$ cat src/hdl/tape_image_rle_unpacker_macros.svh
// Assertion macros for the tape image RLE unpacker.
// Used by modules that write concurrent checks; expects clk and rst_n in scope.
`ifndef TAPE_IMAGE_RLE_UNPACKER_MACROS_SVH
`define TAPE_IMAGE_RLE_UNPACKER_MACROS_SVH

// same-cycle implication
`define TIRLE_ASSERT_IMP(lbl, ant, cons, msg) \
    lbl: assert property (@(posedge clk) disable iff (!rst_n) (ant) |-> (cons)) \
        else $error(msg);

// next-cycle implication
`define TIRLE_ASSERT_NXT(lbl, ant, cons, msg) \
    lbl: assert property (@(posedge clk) disable iff (!rst_n) (ant) |=> (cons)) \
        else $error(msg);

`endif

$ cat src/hdl/tirle_pkg.sv
// Package for the tape image RLE unpacker: phase codes, result record, sizes.
// No dependencies.
package tirle_pkg;

    typedef enum logic [3:0] {
        PH_BANK  = 4'd0,
        PH_COUNT = 4'd1,
        PH_HDR0  = 4'd2,
        PH_HDR1  = 4'd3,
        PH_HDR2  = 4'd4,
        PH_HDR3  = 4'd5,
        PH_HDR4  = 4'd6,
        PH_HDR5  = 4'd7,
        PH_CTRL  = 4'd8,
        PH_VALUE = 4'd9,
        PH_LIT   = 4'd10,
        PH_IDLE  = 4'd11,
        PH_HALT  = 4'd12
    } phase_t;

    typedef struct packed {
        logic [7:0] out_byte;
        logic [7:0] run_length;
        logic       is_prefix;
        logic       block_end;
        logic       all_done;
        logic       overrun_error;
        logic       last;
    } result_t;

    localparam int QDEPTH   = 4;
    localparam int QPTR_W   = $clog2(QDEPTH);
    localparam int QCNT_W   = $clog2(QDEPTH + 1);
    localparam int QROOM    = QDEPTH - 2;

    localparam logic [7:0] COUNT_MASK = 8'h7F;
    localparam logic [7:0] RUN_FLAG   = 8'h80;

endpackage

$ cat src/hdl/tape_image_rle_unpacker.sv
// Top level of the tape image RLE unpacker: input register, phase machine, result queue.
// Depends on tirle_pkg and tape_image_rle_unpacker_macros.svh.
//
//  channel | direction | payload
//  --------+-----------+-----------------------------------------------------------
//  in      | sink      | in_byte
//  out     | source    | out_byte, run_length, is_prefix, block_end, all_done,
//          |           | overrun_error, last
//
// One input byte per cycle while the queue has room, through the input register; its
// results enter a four-entry queue when that register advances. Header-end bytes give
// two results, which leave in turn through the single queue read port.
// Reset clears phase, counters and the queue. A stalled output fills the queue, which
// then holds the input register and drops in_ready.
`include "tape_image_rle_unpacker_macros.svh"

module tape_image_rle_unpacker (
    input  logic       clk,
    input  logic       rst_n,
    input  logic       in_valid,
    output logic       in_ready,
    input  logic [7:0] in_byte,
    output logic       out_valid,
    input  logic       out_ready,
    output logic [7:0] out_byte,
    output logic [7:0] run_length,
    output logic       is_prefix,
    output logic       block_end,
    output logic       all_done,
    output logic       overrun_error,
    output logic       last
);
    import tirle_pkg::*;

    logic [7:0]         byte_reg;
    logic               byte_valid_reg;
    phase_t             phase_reg, phase_next;
    logic [7:0]         files_left_reg, files_left_next;
    logic [7:0]         size_low_reg, size_low_next;
    logic [15:0]        remaining_reg, remaining_next;
    logic [7:0]         literal_left_reg, literal_left_next;
    logic [7:0]         run_count_reg, run_count_next;

    result_t            queue_reg [QDEPTH];
    logic [QPTR_W-1:0]  wr_ptr_reg, rd_ptr_reg;
    logic [QCNT_W-1:0]  count_reg;

    logic               advance;
    logic               pop;
    logic [1:0]         push;
    result_t            res0, res1;

    logic [7:0]         len8;
    logic [15:0]        sub_len, rem_sub;
    logic [7:0]         files_dec;
    logic               end_blk, end_done;
    result_t            head;

    assign advance  = byte_valid_reg && (count_reg <= QCNT_W'(QROOM));
    assign in_ready = !byte_valid_reg || advance;
    assign pop      = out_valid && out_ready;

    always_ff @(posedge clk or negedge rst_n)
    begin
        if (!rst_n)
        begin
            byte_valid_reg <= 1'b0;
        end
        else if (in_ready)
        begin
            byte_valid_reg <= in_valid;
        end
    end

    always_ff @(posedge clk)
    begin
        if (in_ready && in_valid)
        begin
            byte_reg <= in_byte;
        end
    end

    always_ff @(posedge clk or negedge rst_n)
    begin
        if (!rst_n)
        begin
            phase_reg        <= PH_BANK;
            files_left_reg   <= '0;
            size_low_reg     <= '0;
            remaining_reg    <= '0;
            literal_left_reg <= '0;
            run_count_reg    <= '0;
        end
        else if (advance)
        begin
            phase_reg        <= phase_next;
            files_left_reg   <= files_left_next;
            size_low_reg     <= size_low_next;
            remaining_reg    <= remaining_next;
            literal_left_reg <= literal_left_next;
            run_count_reg    <= run_count_next;
        end
    end

    assign len8      = {((byte_reg & COUNT_MASK) == 8'd0), byte_reg[6:0]};
    assign files_dec = files_left_reg - 8'd1;

    always_comb
    begin
        phase_next        = phase_reg;
        files_left_next   = files_left_reg;
        size_low_next     = size_low_reg;
        remaining_next    = remaining_reg;
        literal_left_next = literal_left_reg;
        run_count_next    = run_count_reg;
        push              = 2'd0;
        res0              = '0;
        res1              = '0;
        sub_len           = '0;
        end_blk           = 1'b0;
        end_done          = 1'b0;

        case (phase_reg)
            PH_VALUE: sub_len = {8'd0, run_count_reg};
            PH_LIT:   sub_len = 16'd1;
            default:  sub_len = '0;
        endcase
        rem_sub = remaining_reg - sub_len;

        case (phase_reg)
            PH_BANK:
            begin
                phase_next = PH_COUNT;
            end
            PH_COUNT:
            begin
                files_left_next = byte_reg;
                phase_next      = (byte_reg == 8'd0) ? PH_IDLE : PH_HDR0;
            end
            PH_HDR0, PH_HDR1, PH_HDR3, PH_HDR4:
            begin
                if (phase_reg == PH_HDR3)
                begin
                    remaining_next = {byte_reg, size_low_reg};
                end
                phase_next = phase_t'(phase_reg + 4'd1);
            end
            PH_HDR2:
            begin
                size_low_next = byte_reg;
                phase_next    = PH_HDR3;
            end
            PH_HDR5:
            begin
                phase_next = PH_CTRL;
                if (remaining_reg == 16'd0)
                begin
                    end_blk         = 1'b1;
                    end_done        = (files_dec == 8'd0);
                    files_left_next = files_dec;
                    phase_next      = end_done ? PH_IDLE : PH_HDR0;
                end
                push = 2'd2;
                res0 = '{out_byte: remaining_reg[7:0], run_length: 8'd1, is_prefix: 1'b1,
                         block_end: 1'b0, all_done: 1'b0, overrun_error: 1'b0,
                         last: 1'b0};
                res1 = '{out_byte: remaining_reg[15:8], run_length: 8'd1, is_prefix: 1'b1,
                         block_end: end_blk, all_done: end_done, overrun_error: 1'b0,
                         last: 1'b1};
            end
            PH_CTRL:
            begin
                if ({8'd0, len8} > remaining_reg)
                begin
                    phase_next = PH_HALT;
                    push       = 2'd1;
                    res0       = '{out_byte: 8'd0, run_length: 8'd0, is_prefix: 1'b0,
                                   block_end: 1'b0, all_done: 1'b0, overrun_error: 1'b1,
                                   last: 1'b1};
                end
                else if ((byte_reg & RUN_FLAG) != 8'd0)
                begin
                    run_count_next = len8;
                    phase_next     = PH_VALUE;
                end
                else
                begin
                    literal_left_next = len8;
                    phase_next        = PH_LIT;
                end
            end
            PH_VALUE, PH_LIT:
            begin
                remaining_next = rem_sub;
                if (phase_reg == PH_LIT)
                begin
                    literal_left_next = literal_left_reg - 8'd1;
                    phase_next = (literal_left_next == 8'd0) ? PH_CTRL : PH_LIT;
                end
                else
                begin
                    phase_next = PH_CTRL;
                end
                if (rem_sub == 16'd0)
                begin
                    end_blk         = 1'b1;
                    end_done        = (files_dec == 8'd0);
                    files_left_next = files_dec;
                    phase_next      = end_done ? PH_IDLE : PH_HDR0;
                end
                push = 2'd1;
                res0 = '{out_byte: byte_reg,
                         run_length: (phase_reg == PH_LIT) ? 8'd1 : run_count_reg,
                         is_prefix: 1'b0, block_end: end_blk, all_done: end_done,
                         overrun_error: 1'b0, last: 1'b1};
            end
            PH_IDLE, PH_HALT:
            begin
                phase_next = phase_reg;
            end
            default:
            begin
                phase_next = PH_HALT;
            end
        endcase
    end

    // result queue
    always_ff @(posedge clk)
    begin
        if (advance && (push != 2'd0))
        begin
            queue_reg[wr_ptr_reg] <= res0;
        end
        if (advance && (push == 2'd2))
        begin
            queue_reg[wr_ptr_reg + QPTR_W'(1)] <= res1;
        end
    end

    always_ff @(posedge clk or negedge rst_n)
    begin
        if (!rst_n)
        begin
            wr_ptr_reg <= '0;
            rd_ptr_reg <= '0;
            count_reg  <= '0;
        end
        else
        begin
            if (advance)
            begin
                wr_ptr_reg <= wr_ptr_reg + QPTR_W'(push);
            end
            if (pop)
            begin
                rd_ptr_reg <= rd_ptr_reg + QPTR_W'(1);
            end
            count_reg <= count_reg + (advance ? QCNT_W'(push) : QCNT_W'(0))
                         - (pop ? QCNT_W'(1) : QCNT_W'(0));
        end
    end

    assign head          = queue_reg[rd_ptr_reg];
    assign out_valid     = (count_reg != '0);
    assign out_byte      = head.out_byte;
    assign run_length    = head.run_length;
    assign is_prefix     = head.is_prefix;
    assign block_end     = head.block_end;
    assign all_done      = head.all_done;
    assign overrun_error = head.overrun_error;
    assign last          = head.last;

    `TIRLE_ASSERT_IMP(a_queue_bound, 1'b1, count_reg <= QCNT_W'(QDEPTH), "result queue overfilled")
    `TIRLE_ASSERT_IMP(a_err_shape, out_valid && overrun_error, (run_length == 8'd0) && last, "bad error result")
    `TIRLE_ASSERT_NXT(a_halt_sticky, phase_reg == PH_HALT, phase_reg == PH_HALT, "left halt")
    `TIRLE_ASSERT_IMP(a_rem_live, (phase_reg == PH_VALUE) || (phase_reg == PH_LIT), remaining_reg != 16'd0, "body with no size left")

endmodule
$ cat config.mk
export PLATFORM = sky130hd
export DESIGN_NAME = tape_image_rle_unpacker
export DESIGN_NICKNAME = d
export VERILOG_FILES = /design/src/hdl/tirle_pkg.sv /design/src/hdl/tape_image_rle_unpacker.sv
export VERILOG_INCLUDE_DIRS = /design/src /design/src/hdl
export SDC_FILE = /design/constraint.sdc
export NUM_CORES = 1
export LEC_CHECK = 0
export BUFFER_PORTS_ARGS = -buffer_cell sky130_fd_sc_hd__buf_2
export CAP_MARGIN = 25
export CORE_ASPECT_RATIO = 0.6
export CORE_MARGIN = 2
export CORE_UTILIZATION = 23
export DETAILED_ROUTE_END_ITERATION = 10
export SETUP_SLACK_MARGIN = 0.2
export SLEW_MARGIN = 20
export SYNTH_ARGS = -nofsm -noshare
export SYNTH_HDL_FRONTEND = slang
export SYNTH_SLANG_ARGS = --single-unit
$ cat constraint.sdc
create_clock -name clk -period 3.8 [get_ports clk]
set_input_delay 0.57 -clock clk [delete_from_list [all_inputs] [get_ports clk]]
set_output_delay 0.57 -clock clk [all_outputs]
set_load 0.01 [all_outputs]
After elaboration in Yosys (flattened, before gate mapping)
Memories as Yosys holds them, arrays and structs flattened. Index checks and enable logic that the tools add are counted.

Bits in registers: 68. Bits in writable memories: 84. Bits of input ports: 12. Output and inout port bits: 23. Word-level logic and storage cells: 107. Memories kept: 1.

Add/sub/neg operators: 9. $lt $le $gt $ge: 2. Equality and inequality tests: 19. Mux-type cells: 35. Bitwise operators: 2. Reductions and logical operators: 28.

Memory list: queue_reg (depth 4, bits a word 21, rd ports 1, clocked after memory_dff 0, wr ports 2, line tape_image_rle_unpacker.sv:44) `result_t queue_reg [QDEPTH];`.

Operators by type and width (count): 21-bit one-hot mux with 3 select lines (1); 8-bit two-way mux (6); 16-bit logical NOT (2); 8-bit logical NOT (4); 16-bit one-hot mux with 2 select lines (1); 4-bit one-hot mux with 8 select lines (1); 8-bit one-hot mux with 2 select lines (2); 8-bit one-hot mux with 3 select lines (1); 21-bit two-way mux (1); 4-bit == test, second input constant (5); 4-bit by 3-bit == test with 1-bit output, second input constant (4); 8-bit by 16-bit greater-than comparator with 1-bit output (1); 16-bit two-way mux (1); 4-bit two-way mux (4); 16-bit subtractor (1); 8-bit by 1-bit subtractor with 8-bit output, second input constant (2); 2-bit inequality test, second input constant (6); 1-bit two-way mux (10); 2-bit two-way mux (5); 4-bit by 2-bit == test with 1-bit output, second input constant (2); 4-bit AND reduction (2); 2-bit one-hot mux with 3 select lines (1); 2-bit nonzero test (3); 3-bit nonzero test (2); other kinds (19) (27).

Longest topological paths before layout
Word-level depth: 8. Gate-level depth with buffers: 16. Gate-level depth less buffers: 15.

Worst setup path before layout
No wires, ideal clock.

Path kind: reg2reg. From: register byte_reg[2]. To: memory queue_reg[2][0] in the netlist's numbering (enable). Library setup time: 342 ps. Data arrival time: 3368 ps. Required time: 3458 ps. Path slack: 90 ps. Cell stages (with the launch flop): 11. Buffers on the path: 1. Clock period less this slack: 3710 ps. Path through: edfxtp_1 > or4_1 > nor4_1 > ha_1 > nand4_1 > a21oi_1 > o311ai_4 > a21oi_4 > o21ai_2 > clkbuf_1 > nand2_1.

RTL lines: start, declared (line tape_image_rle_unpacker.sv:35) `logic [7:0] byte_reg;`; start signal, assigned (line tape_image_rle_unpacker.sv:79) `byte_reg <= in_byte;`; end, declared (line tape_image_rle_unpacker.sv:44).

Worst setup path in the final report
From: register phase_reg[0]. To: register files_left_reg[1].

Longest elaborated chain between the ends: 6. Elaborated cells on any way between the ends: 13. Classes of those cells: add/sub: 1; eq/ne: 6; mux: 2; reduce/logical: 4.

RTL lines: start, declared (line tape_image_rle_unpacker.sv:37) `phase_t phase_reg, phase_next;`; start signal, assigned (line tape_image_rle_unpacker.sv:96) `phase_reg <= phase_next;`; 4-bit == test (line tape_image_rle_unpacker.sv:123, tape_image_rle_unpacker.sv:130); 8-bit one-hot mux with 2 select lines (line tape_image_rle_unpacker.sv:123) `case (phase_reg)`; 16-bit subtractor (line tape_image_rle_unpacker.sv:128) `rem_sub = remaining_reg - sub_len;`; 16-bit logical NOT (line tape_image_rle_unpacker.sv:204) `if (rem_sub == 16'd0)`; 2-bit inequality test (no line); 4-bit AND reduction (no line); end signal, assigned (line tape_image_rle_unpacker.sv:97) `files_left_reg <= files_left_next;`; end, declared (line tape_image_rle_unpacker.sv:38) `logic [7:0] files_left_reg, files_left_next;`.

Parallel ways exist; a longest one is shown, timed or not. A chain may end at the register's enable or synchronous reset.

==> run summary <==
synth warn: 0
number of synthesized flops with an enable pin: 60
status: finished clean
Routability Congestion: 0.9434
Clock Skews: 11.40 ps
first drt pass iteration count: 6
detailed-route via count: 7315
cell row count: 54
Chip Height: 152.6 um
cell count after synthesis: 853
Largest register FFs: 84
slowest library cell on the worst path: dfrtp_2
final worst-path cycle share: 0.9207
setup_tns: 0 ps
r2r setup slk: 300 ps
reg2reg end: files_left_reg[1]$_DFFE_PN0P_
syn nets: 897
RR Startpoint: phase_reg[0]$_DFFE_PN0P_
routed vias/inst: 5.195
# clock sinks: 152
largest net degree at the start of global routing: 45
GRT Total Usage: 0.1436
Pwr Density: 731.2 nW/um2
Final min period: 3499 ps
CP top delay family: compound AO/OA/AOI/OAI gates
DP Wirelength: 19770 um
commonest cells after routing, fill and taps aside: nand2_1 (116), a21oi_1 (72), edfxtp_1 (60), dfrtp_1 (59)
share of async-settable or async-resettable flops after synthesis: 0.3947
DRC viols: 0
Fillers: 3715
Distinct cells, synth: 77
RSZ-0062 raised after global routing: false
WS Path Type: reg -> reg
Final Slew Violations: 0
leakage: 3.673 nW
core area: 36280 um2
crit path DAT: 3860 ps
Worst-path clk slew: 60 ps
sequential share of the synthesized area: 0.4661
CP Data Required Time: 4160 ps
max cap viols: 0
max_slew headroom: 0.3961
# H-tree levels: 4
Crit Path Max Fanout: 8
DR WL/cell: 19.35 um
initial core utilization: 0.2332
initial antenna violation count: 0
Min Hold Slack: 140.3 ps
Clock Tree Root: clkbuf_16
Mapped Avg Cell Area: 9.920 um2
CP max stage delay: 440 ps
Final nets: 963
Finished Cell Area: 10320 um2
worst reg2reg path depth: 18
CTS buffer count: 17
P&R area growth vs syn: 21.96%
commonest non-fill, non-tap cell in the layout: nand2_1
layout cells sized above 1: 0.2264
vias in the first global route: 6934
total grt overflow: 0
Worst setup SP type: register
CTS Buffer Depth: 2
Worst Path Buf+Inv: 5
IO Port Bufs: 34
post-synth top area cell: edfxtp_1
IO Pins: 35
final setup vio count: 0
Peak Freq: 285.8 MHz
Synth Flop Type: edfxtp_1
VDD IR-drop max: 374.2 uV
Antenna Cells: 0
starting DRC count in detailed routing: 964
crit-path cells: inv_2 -> ha_4 -> a21oi_1 -> nor2_1 -> ha_2 -> inv_1 -> fa_2 -> a21oi_2 -> o211ai_1 -> buf_4 -> and3_1 -> a221oi_2 -> nand4_1 -> nor3_2 -> buf_6 -> o21a_1 -> buf_12 -> mux2i_1
Area after DPL: 9482 um2
worst min path class: in -> async
final hold violations: 0
Final Power: 7.546 mW
CTS tree: built
Antenna Violating Nets Remaining: 0
global-route wire length before repair: 42100 um
die area: 38390 um2
Skew-Pair Late Insertion Delay: 440 ps
# hold bufs at CTS: 0
Tightest Pin Transition: 904.9 ps
top post-synthesis cells by area: edfxtp_1 (21%), dfrtp_1 (18%), dfxtp_1 (7.6%)
final wirelength: 27240 um
Synth top area share: 0.2129
Netlist Area Pre-Place: 8462 um2
Critical Path End Type: register
FF+latch count, synth: 152
Die Width: 251.6 um
-- synth_stat cells (all sizes together) (7+ instances only) --
master    n
nand2   117
a21oi    76
dfrtp    60
edfxtp   60
o21ai    54
nand3    52
nor2     52
o22ai    46
clkbuf   35
dfxtp    32
ha       30
inv      28
mux4     21
mux2     16
buf      13
nor3     13
xnor2    13
o211ai   12
or3      10
nand2b    9
a211oi    7
a31oi     7
and2      7
-- cell type report --
cell class / count / area, um2 / share of cell area
inverters: 28 / 107.6 / 0.01043
clock inverters: 9 / 86.33 / 0.008366
clock buffers: 23 / 491.7 / 0.04765
well taps: 476 / 595.6 / 0.05771
multi-input cells: 625 / 4390 / 0.4254
repair buffers: 95 / 703.2 / 0.06814
flip-flops and latches: 152 / 3945 / 0.3823
-- routing by layer --
layer / vias to the layer above / wire [um] / GRT usage
met5: - / 91 / 0.01863
met4: 2 / 267 / 0.03345
met3: 28 / 3033 / 0.05432
met2: 341 / 10200 / 0.1781
met1: 3630 / 13650 / 0.2235
li1: 3314 / - / -
-- logic make-up (layout without fill, tap and decap cells) --
kind of cell	after synthesis	in the layout	share of synthesized area
flip-flops	152	152	0.4661
XOR/XNOR	17	17	0.01760
multiplexers	39	39	0.07955
buffers and inverters	76	155	0.03830
AND/OR/NAND/NOR	292	292	0.1609
adder cells (fa/ha/maj)	32	32	0.04909
AO/OA/AOI/OAI	245	245	0.1885
-- power breakdown --
group	switching, mW	leakage, nW	internal (mW)
combinational	1.93	1.85	1.39
clock	0.714	0.290	0.985
sequential	0.496	1.54	2.03
total	3.14	3.67	4.40
-- worst reg2reg max path, stage by stage (launching register included) --
cell,delay [ps]
dfrtp_2,440
inv_2,90
ha_4,140
a21oi_1,40
nor2_1,140
ha_2,190
inv_1,60
fa_2,380
a21oi_2,200
o211ai_1,170
buf_4,180
and3_1,200
a221oi_2,210
nand4_1,140
nor3_2,220
buf_6,170
o21a_1,170
buf_12,130
mux2i_1,170
-- through the flow --
step           setup WS [ps]  instances  utilization
6_report               301.4       1408       0.2844
2_1_floorplan          205.6        853            -
4_1_cts                235.8       1405       0.2779
3_3_place_gp           176.3       1371       0.2613
5_1_grt                186.6       1408       0.2844
3_5_place_dp           135.2       1371       0.2613
-- what timing repair did --
| action | in CTS | in global routing |
|---|---|---|
| setup buffers | 2 | 3 |
| endpoints found under the setup margin | 25 | 34 |
| endpoints found under the hold margin | 0 | 0 |
| pin swaps | 1 | 15 |
| gates resized for setup | 3 | 39 |
-- worst max path at each step --
stage,from,endpoint,slack [ps],cells after the start
after global routing,phase_reg[0]$_DFFE_PN0P_,files_left_reg[2]$_DFFE_PN0P_,190,18
after floorplan,phase_reg[1]$_DFFE_PN0P_,queue_reg[3][3]$_DFFE_PP_,210,15
final,phase_reg[0]$_DFFE_PN0P_,files_left_reg[1]$_DFFE_PN0P_,300,18
after global placement,byte_reg[2]$_DFFE_PP_,queue_reg[0][19]$_DFFE_PP_,180,13
after detailed placement,byte_reg[2]$_DFFE_PP_,count_reg[2]$_DFF_PN0_,140,14
after CTS,phase_reg[1]$_DFFE_PN0P_,files_left_reg[2]$_DFFE_PN0P_,240,17
Power figures use the tool's default switching activity.
